File: src/rtl/npcm_pkg.sv
// shared types and constants for the nearest palette color match block
package npcm_pkg;

   localparam int DefaultPaletteSize = 256;
   localparam int ChanW = 8;
   localparam int IndexW = 8;
   localparam int ColorW = 16;
   // three squared 8-bit differences need 18 bits
   localparam int ErrW = 18;

   localparam logic OP_WRITE  = 1'b0;
   localparam logic OP_LOOKUP = 1'b1;

   typedef struct packed {
      logic [ChanW-1:0] red;
      logic [ChanW-1:0] green;
      logic [ChanW-1:0] blue;
   } rgb_type;

   typedef struct packed {
      logic shift;
      logic write;
   } cell_ctrl_type;

   typedef enum logic [1:0] {
      ST_IDLE,
      ST_SCAN,
      ST_DRAIN,
      ST_REPLY
   } state_type;

   // widen a 5-6-5 color to 8-8-8 with zero low bits
   function automatic rgb_type widen_565(input logic [ColorW-1:0] color);
      rgb_type c;
      c.red   = {color[15:11], 3'b000};
      c.green = {color[10:5], 2'b00};
      c.blue  = {color[4:0], 3'b000};
      return c;
   endfunction

endpackage

File: src/rtl/npcm_cell.sv
// one palette entry of the rotating ring
module npcm_cell
   import npcm_pkg::*;
(
   input  logic          clock,
   input  logic          reset,
   input  cell_ctrl_type ctrl,
   input  rgb_type       wr_data,
   input  rgb_type       nbr_entry,
   output rgb_type       entry
);

   rgb_type entry_ff;
   rgb_type entry_in;

   always_comb begin
      entry_in = entry_ff;
      if (ctrl.write) begin
         entry_in = wr_data;
      end else if (ctrl.shift) begin
         entry_in = nbr_entry;
      end
   end

   always_ff @(posedge clock) begin
      if (reset) begin
         entry_ff <= '0;
      end else begin
         entry_ff <= entry_in;
      end
   end

   assign entry = entry_ff;

endmodule

File: config.mk
export PLATFORM = sky130hd
export DESIGN_NAME = npcm_cell
export DESIGN_NICKNAME = d
export VERILOG_FILES = /design/src/rtl/npcm_pkg.sv /design/src/rtl/npcm_cell.sv
export SDC_FILE = /design/constraint.sdc
export NUM_CORES = 1
export LEC_CHECK = 0
export BUFFER_PORTS_ARGS = -buffer_cell sky130_fd_sc_hd__buf_2
export CORE_MARGIN = 2
export CORE_UTILIZATION = 45
export DETAILED_ROUTE_END_ITERATION = 7
export GPL_TIMING_DRIVEN = 0
export PLACE_DENSITY_LB_ADDON = 0.3
export SLEW_MARGIN = 0
export SYNTH_ARGS = -nofsm -noshare
export SYNTH_HDL_FRONTEND = slang
export SYNTH_SLANG_ARGS = --single-unit
File: constraint.sdc
create_clock -name clock -period 1.8 [get_ports clock]
set_clock_uncertainty 0.05 [all_clocks]
set_input_delay 0.09 -clock clock [delete_from_list [all_inputs] [get_ports clock]]
set_output_delay 0.09 -clock clock [all_outputs]
set_load 0.02 [all_outputs]
==> impl_metrics.yaml <==
critical_path:
  cp_max_fo: 2
  critPathTopFamily: "flip-flops"
  crit_buf_inv: 1
  rr_worst_depth: 2
  path_cells: "buf_2"
  worstPathRequired_ns: 1.66
  critPathMaxStageDelay_ns: 0.37
  worstSetupEndpointType: "primary output"
  r2r_start: "entry[23]$_SDFFE_PP0P_"
  r2r_end: "entry[23]$_SDFFE_PP0P_"
  cp_slowest_cell: "dfxtp_1"
  rrSetupSlack_ns: 1.01
  start_kind: "flip-flop"
  arrival_ns: 0.85
  critical_path_class: "flip-flop to primary output"
sta:
  final.setup.tns_ns: 0
  slew_viol_final: 0
  worst_pin_slew_ns: 0.324
  max_freq_ghz: 1.01
  period_needed_ns: 0.989
  finalSetupViolCount: 0
  slew_headroom_pct: 78.4
  period_share_pct: 55.0
  rsz0062_at_grt: "no"
  hold_viol: 0
yosys:
  yosys_warnings: 0
  ys_types: 10
  syn-num-nets: 158
  ys_ff_latch: 24
  synthCells: 106
  synth-seq-area-share_pct: 38.9
  syn_avg_cell_area_um2: 11.6
  synth_area_mm2: 0.00123
cts:
  clk_path_buf_depth: 2
  cts_setup_buffers: 0
  cts_root_buffer: "clkbuf_4"
  cts_made_buffers: 3
  path_clk_slew_ns: 0.14
  cts_htree_levels: 1
  tritoncts: "built"
  clk_latency_ns: 0.31
  cts.sinks: 24
pwr:
  power_switching_mw: 0.345
  power_density_mw_per_mm2: 753
  seq_power_share_pct: 45.8
  p_int_mw: 0.946
  switching_share_pct: 26.7
  total_power_mw: 1.29
  p_clk_share_pct: 30.0
  p_leak_nw: 0.835
  p_comb_share_pct: 24.2
  vdd_drop_max_v: 0.000520
routing:
  first_iter_violations: 7
  ant_nets: 0
  finalWirelength_um: 2760
  via_count: 1090
  vias_per_cell: 5.05
  drt_pass1_iterations: 4
  drcViolationCount: 0
  wl_per_cell_um: 12.8
finish:
  final_util_pct: 67.4
  largest_reg_flops: 24
  drive_gt1_share_pct: 56.5
  num_antenna_cells: 0
  nets: 239
  syn2layout_area_growth_pct: 38.9
worst_hold_path:
  hold_end: "entry[23]$_SDFFE_PP0P_"
  min_from: "wr_data[23]"
  hold_path_class: "input port to flip-flop"
  hold_path_depth: 3
floorplan:
  ioPinCount: 76
  initial_utilization_pct: 48.5
  die_height_um: 56.4
  die-area_mm2: 0.00318
  core_mm2: 0.00254
  row_count: 18
  fp.dieW_um: 56.4
global_routing:
  grt_pass1_vias: 1105
  antenna_found_initial: 0
  grtUsageTotal_pct: 18.5
  grt_pass1_wl_um: 4730
  grt_max_degree: 15
  overflow: 0
placement:
  io_buffers: 74
  dp_hpwl_um: 2190
  gp_congestion: 0.670
flow_run:
  cap_viol_max_count: 0
run_status:
  status: "complete, no violations"
-- cells in the final DEF, fill, tap and decap left out --
cell           count
dfxtp_1           24
a211oi_1           4
a211oi_2          20
inv_1              1
bufinv_16          1
dlygate4sd3_1      2
buf_2             78
nor2b_1           24
clkbuf_1           2
mux2i_1           24
buf_12             2
buf_6              1
clkbuf_4           3
-- area by class of cell --
type                       count  area [um2]
buffer                         9        78.8
clock buffer                   3        22.5
clock inverter                 1        30.0
fill                         215         831
inverter                       1        3.75
multi-input combinational     72         671
sequential                    24         480
tap                           30        37.5
timing repair buffer          76         390
-- cells by family (layout without fill, tap and decap cells) --
logic type             after synthesis  count (layout)  synth area share (%)
AOI/OAI and AO/OA                   24              24                  22.7
buffers and inverters               10              90                  6.69
DFF                                 24              24                  38.9
muxes                               24              24                  19.5
and+or+nand+nor                     24              24                  12.2
-- worst max-delay path by stage --
| stage | cells past startpoint | slack, ns | to | start |
|---|---|---|---|---|
| floorplan | 2 | 0.95 | entry[0]$_SDFFE_PP0P_ | entry[0]$_SDFFE_PP0P_ |
| detailed placement | 4 | 0.79 | entry[11]$_SDFFE_PP0P_ | ctrl[0] |
| global placement | 4 | 0.83 | entry[1]$_SDFFE_PP0P_ | ctrl[0] |
| global route | 1 | 0.74 | entry[7] | entry[7]$_SDFFE_PP0P_ |
| finish | 1 | 0.81 | entry[23] | entry[23]$_SDFFE_PP0P_ |
| CTS | 1 | 0.80 | entry[7] | entry[7]$_SDFFE_PP0P_ |
-- metal layers --
| metal | up-vias | share of wire (%) | track usage, % |
|---|---|---|---|
| li1 | 542 | - | - |
| met1 | 510 | 39 | 21.0 |
| met2 | 36 | 55 | 35.6 |
| met3 | 2 | 5.9 | 3.69 |
| met4 | 0 | 0.43 | 3.06 |
| met5 | - | 0 | 0 |
-- power groups by stage --
stage | clock network, mW | logic, mW | registers [mW]
finish | 0.387 | 0.313 | 0.591
global route | 0.427 | 0.340 | 0.597
CTS | 0.395 | 0.317 | 0.591
detailed placement | 0 | 0.315 | 0.602
global placement | 0 | 0.304 | 0.599
floorplan | 0 | 0.145 | 0.653
-- worst register-to-register path, stage by stage (launching register included) --
cell,delay (ns)
dfxtp_1,0.37
mux2i_1,0.08
a211oi_1,0.22
-- through the flow --
stage,instance area [um2],instances,worst slack [ns],hold slack (ns)
after floorplan,1230,106,0.947,0.113
after global placement,1640,210,0.834,0.275
after detailed placement,1640,210,0.786,0.287
after CTS,1700,215,0.801,0.000282
after global routing,1710,216,0.743,0.0100
final,1710,216,0.811,0.00228
-- timing repair --
item | in CTS | in global routing
endpoints found under the hold margin | 4 | 1
hold buffers | 1 | 1
gates resized for setup | 0 | 0
setup endpoints to repair | 0 | 0
-- Yosys cell counts --
cell type	number	share of area [%]
dfxtp_1	24	39
clkbuf_1	2	0.61
buf_2	4	1.6
buf_12	2	3.2
nor2b_1	24	12
a211oi_1	4	2.4
mux2i_1	24	19
buf_6	1	0.91
a211oi_2	20	20
inv_1	1	0.30
No activity file was read; power rests on OpenSTA's default activity.
