--- src/rtl/npcm_pkg.sv ---
// shared types and constants for the nearest palette color match block
package npcm_pkg;

   localparam int DefaultPaletteSize = 256;
   localparam int ChanW = 8;
   localparam int IndexW = 8;
   localparam int ColorW = 16;
   // three squared 8-bit differences need 18 bits
   localparam int ErrW = 18;

   localparam logic OP_WRITE  = 1'b0;
   localparam logic OP_LOOKUP = 1'b1;

   typedef struct packed {
      logic [ChanW-1:0] red;
      logic [ChanW-1:0] green;
      logic [ChanW-1:0] blue;
   } rgb_type;

   typedef struct packed {
      logic shift;
      logic write;
   } cell_ctrl_type;

   typedef enum logic [1:0] {
      ST_IDLE,
      ST_SCAN,
      ST_DRAIN,
      ST_REPLY
   } state_type;

   // widen a 5-6-5 color to 8-8-8 with zero low bits
   function automatic rgb_type widen_565(input logic [ColorW-1:0] color);
      rgb_type c;
      c.red   = {color[15:11], 3'b000};
      c.green = {color[10:5], 2'b00};
      c.blue  = {color[4:0], 3'b000};
      return c;
   endfunction

endpackage

--- src/rtl/npcm_dist.sv ---
// squared rgb distance between the query and the entry at the head of the ring
module npcm_dist
   import npcm_pkg::*;
#(
   parameter int PALETTE_SIZE = DefaultPaletteSize,
   localparam int IdxW = $clog2(PALETTE_SIZE)
) (
   input  logic            clock,
   input  logic            reset,
   input  logic            in_valid,
   input  logic [IdxW-1:0] in_idx,
   input  rgb_type         query,
   input  rgb_type         entry,
   output logic            out_valid,
   output logic [IdxW-1:0] out_idx,
   output logic [ErrW-1:0] out_err
);

   logic [ChanW-1:0]   dr, dg, db;
   logic [2*ChanW-1:0] sr, sg, sb;
   logic [ErrW-1:0]    err_in;
   logic [ErrW-1:0]    err_ff;
   logic [IdxW-1:0]    idx_ff;
   logic               valid_ff;

   always_comb begin
      dr = (entry.red >= query.red) ? entry.red - query.red : query.red - entry.red;
      dg = (entry.green >= query.green) ? entry.green - query.green
                                        : query.green - entry.green;
      db = (entry.blue >= query.blue) ? entry.blue - query.blue : query.blue - entry.blue;
      sr = (2*ChanW)'(dr) * (2*ChanW)'(dr);
      sg = (2*ChanW)'(dg) * (2*ChanW)'(dg);
      sb = (2*ChanW)'(db) * (2*ChanW)'(db);
      err_in = ErrW'(sr) + ErrW'(sg) + ErrW'(sb);
   end

   always_ff @(posedge clock) begin
      if (reset) begin
         valid_ff <= 1'b0;
      end else begin
         valid_ff <= in_valid;
      end
   end

   always_ff @(posedge clock) begin
      err_ff <= err_in;
      idx_ff <= in_idx;
   end

   assign out_valid = valid_ff;
   assign out_idx   = idx_ff;
   assign out_err   = err_ff;

endmodule

--- config.mk ---
export PLATFORM = sky130hd
export DESIGN_NAME = npcm_dist
export DESIGN_NICKNAME = d
export VERILOG_FILES = /design/src/rtl/npcm_pkg.sv /design/src/rtl/npcm_dist.sv
export SDC_FILE = /design/constraint.sdc
export NUM_CORES = 1
export LEC_CHECK = 0
export ABC_AREA = 1
export ABC_CLOCK_PERIOD_IN_PS = 16400
export BUFFER_PORTS_ARGS = -buffer_cell sky130_fd_sc_hd__buf_2
export CAP_MARGIN = 25
export CORE_MARGIN = 1.5
export CORE_UTILIZATION = 35
export DETAILED_ROUTE_END_ITERATION = 7
export PLACE_DENSITY_LB_ADDON = 0.3
export REMOVE_ABC_BUFFERS = 1
export SLEW_MARGIN = 10
export SYNTH_ARGS = -nofsm -noshare
export SYNTH_HDL_FRONTEND = slang
export SYNTH_SLANG_ARGS = --single-unit
--- constraint.sdc ---
create_clock -name clock -period 16.4 [get_ports clock]
set_input_delay 4.92 -clock clock [delete_from_list [all_inputs] [get_ports clock]]
set_output_delay 4.92 -clock clock [all_outputs]
set_load 0.02 [all_outputs]
==> qor.yml <==
antenna_found_initial: 0
synth_top_area_cell: "fa_1"
synth_top_area_frac: 0.322
io_pins: 86
gr-usage-met1: 0.196
initial_core_util: 0.357
post_cts_buffers: 0
timing.final.crit_share: 0.709
path_clk_slew_ns: 0.07
use_met3: 0.00753
grt_remaining_overflow: 0
maxCapViolations: 0
slew_viol_final: 0
clockBufferDepth: 2
synth_cells: 1101
layout-drive-gt1-share: 0.135
fin_cells: 1504
h-tree-depth: 1
setup_viol: 0
std_cell_rows: 57
avgViaCountPerCell: 4.42
arrival_ns: 11.84
ctsResizeCount: 0
run_status: "finished, final reports clean"
ctsRootBufferMaster: "clkbuf_16"
yosys-top-cells-area: "fa_1, ha_1, inv_1, nand2_1, dfxtp_1"
grt_max_degree: 17
die-area_um2: 25700
cts.sinks: 27
grt_util_all_layers: 0.155
worst_path_max_delay_cell: "fa_1"
die_h_um: 160
fmax_ghz: 0.0860
die_w_um: 160
io_buffers: 85
wirelength_um: 18400
drt_iter0_drc: 378
core_area_um2: 24200
critPathMaxStageDelay_ns: 0.55
postSynthRegisterBits: 27
synth_warnings: 0
start_kind: "input pin"
drc: 0
synth.avg_cell_area_um2: 7.85
fill_cells: 2576
finalHoldViolations: 0
yosysUniqueCellTypes: 38
gp_congestion: 0.842
rsz0062_at_grt: "no"
dp_hpwl_um: 16800
cp-startpoint: "entry[16]"
worst_pin_slew_ns: 0.583
multi_input_area_um2: 6820
dpl.cell_count: 1500
cp_data_required_time_ns: 16.61
wire_per_inst_um: 12.2
slew_headroom: 0.611
endpoint: "out_err[16]"
cts_hold_buffers: 0
syn_area_um2: 8650
period_needed_ns: 11.63
met2_usage: 0.297
seq_area_frac_synth: 0.0625
vias: 6643
register_area_um2: 541
grt-busiest-layer: "met2"
antennaDiodeCount: 0
layout.nets: 1503
setup.worst_path.end_class: "flip-flop"
path_class: "in2reg"
areaGrowthSynthToFinish_pct: 9.67
grt_pass1_wl_um: 32600
cts_tree: "built"
ant_nets: 0
grt_pass1_vias: 7053
numCtsBuffers: 3
critical_path.max_fanout: 9
hp-class: "in2reg"
setup_tns_ns: 0
dr.pass1.iters: 5
[critical path: cells and delay by family]
kind / cells / cell delay [ns]
AO/OA/AOI/OAI: 3 / 0.64
adder cells (fa/ha/maj): 10 / 4.52
AND/OR/NAND/NOR: 11 / 1.23
buffers and inverters: 9 / 0.57
[routing by layer]
| metal | up-vias | wire (µm) |
|---|---|---|
| li1 | 3395 | - |
| met1 | 3160 | 8220 |
| met2 | 82 | 9650 |
| met3 | 6 | 428 |
| met4 | 0 | 121 |
| met5 | - | 0 |
[worst min path at each step]
stage / start / endpoint / slack, ns / depth (start not counted)
after floorplan: in_idx[0] / out_idx[0] / 4.95 / 0
after global placement: in_idx[4] / out_idx[4] / 5.02 / 1
after detailed placement: in_idx[4] / out_idx[4] / 5.02 / 1
after global routing: in_idx[7] / out_idx[7] / 4.73 / 1
final: in_idx[7] / out_idx[7] / 4.75 / 1
after CTS: in_idx[7] / out_idx[7] / 4.74 / 1
[cell type report]
cell class / instances / share of cell area
inverter: 317 / 0.127
multi-input combinational: 747 / 0.720
clock inverter: 1 / 0.000792
sequential: 27 / 0.0570
timing repair buffer: 85 / 0.0449
clock buffer: 3 / 0.00792
tap: 324 / 0.0428
[synthesized netlist by cell type, drive strengths merged]
library cell    n
nand4           8
xor2           23
xnor2          13
inv           317
nor2          106
clkbuf          1
a211oi          1
a21oi          35
o21a            5
or2             1
buf             9
nor3            2
ha            124
nand3          42
fa            139
a31oi           2
nand2         214
dfxtp          27
o21ai          18
o21bai          8
a21o            6
[per-stage QoR]
stage / setup WS (ns) / cell area, µm² / util / hold slack [ns]
global placement: 4.53 / 9400 / 0.388 / 5.02
floorplan: 5.03 / 8570 / - / 4.95
finish: 4.77 / 9480 / 0.391 / 4.75
CTS: 4.75 / 9480 / 0.391 / 4.74
global route: 4.27 / 9480 / 0.391 / 4.73
detailed placement: 4.48 / 9400 / 0.388 / 5.02
[sequential cells by signal (all words and copies together), names as in the netlist]
name,count
out_idx,8
out_valid,1
out_err,18
[cells in the final DEF (no fill, tap or decap), types with 12 or more instances in the layout]
master and instances:
ha_1 124, fa_1 139, nand2_1 185, xnor2_1 13
o21ai_0 12, a21oi_1 33, nor2_1 92, dfxtp_1 27
nand3_1 38, xor2_1 23, nand2_2 17, nand2_4 12
inv_1 302, buf_2 85
[cells by family (layout without fill, tap and decap cells)]
kind of cell,count (synthesis),in the layout,share of synthesized area
AND/OR/NAND/NOR,373,373,0.198
buffers and inverters,327,406,0.148
adder cells (fa/ha/maj),263,263,0.501
AO/OA/AOI/OAI,75,75,0.0534
XOR/XNOR,36,36,0.0365
flip-flops,27,27,0.0625
Power is left out: the tool's default activity adds up to more than one toggle a clock period on the data nets, which glitch-free logic cannot reach.
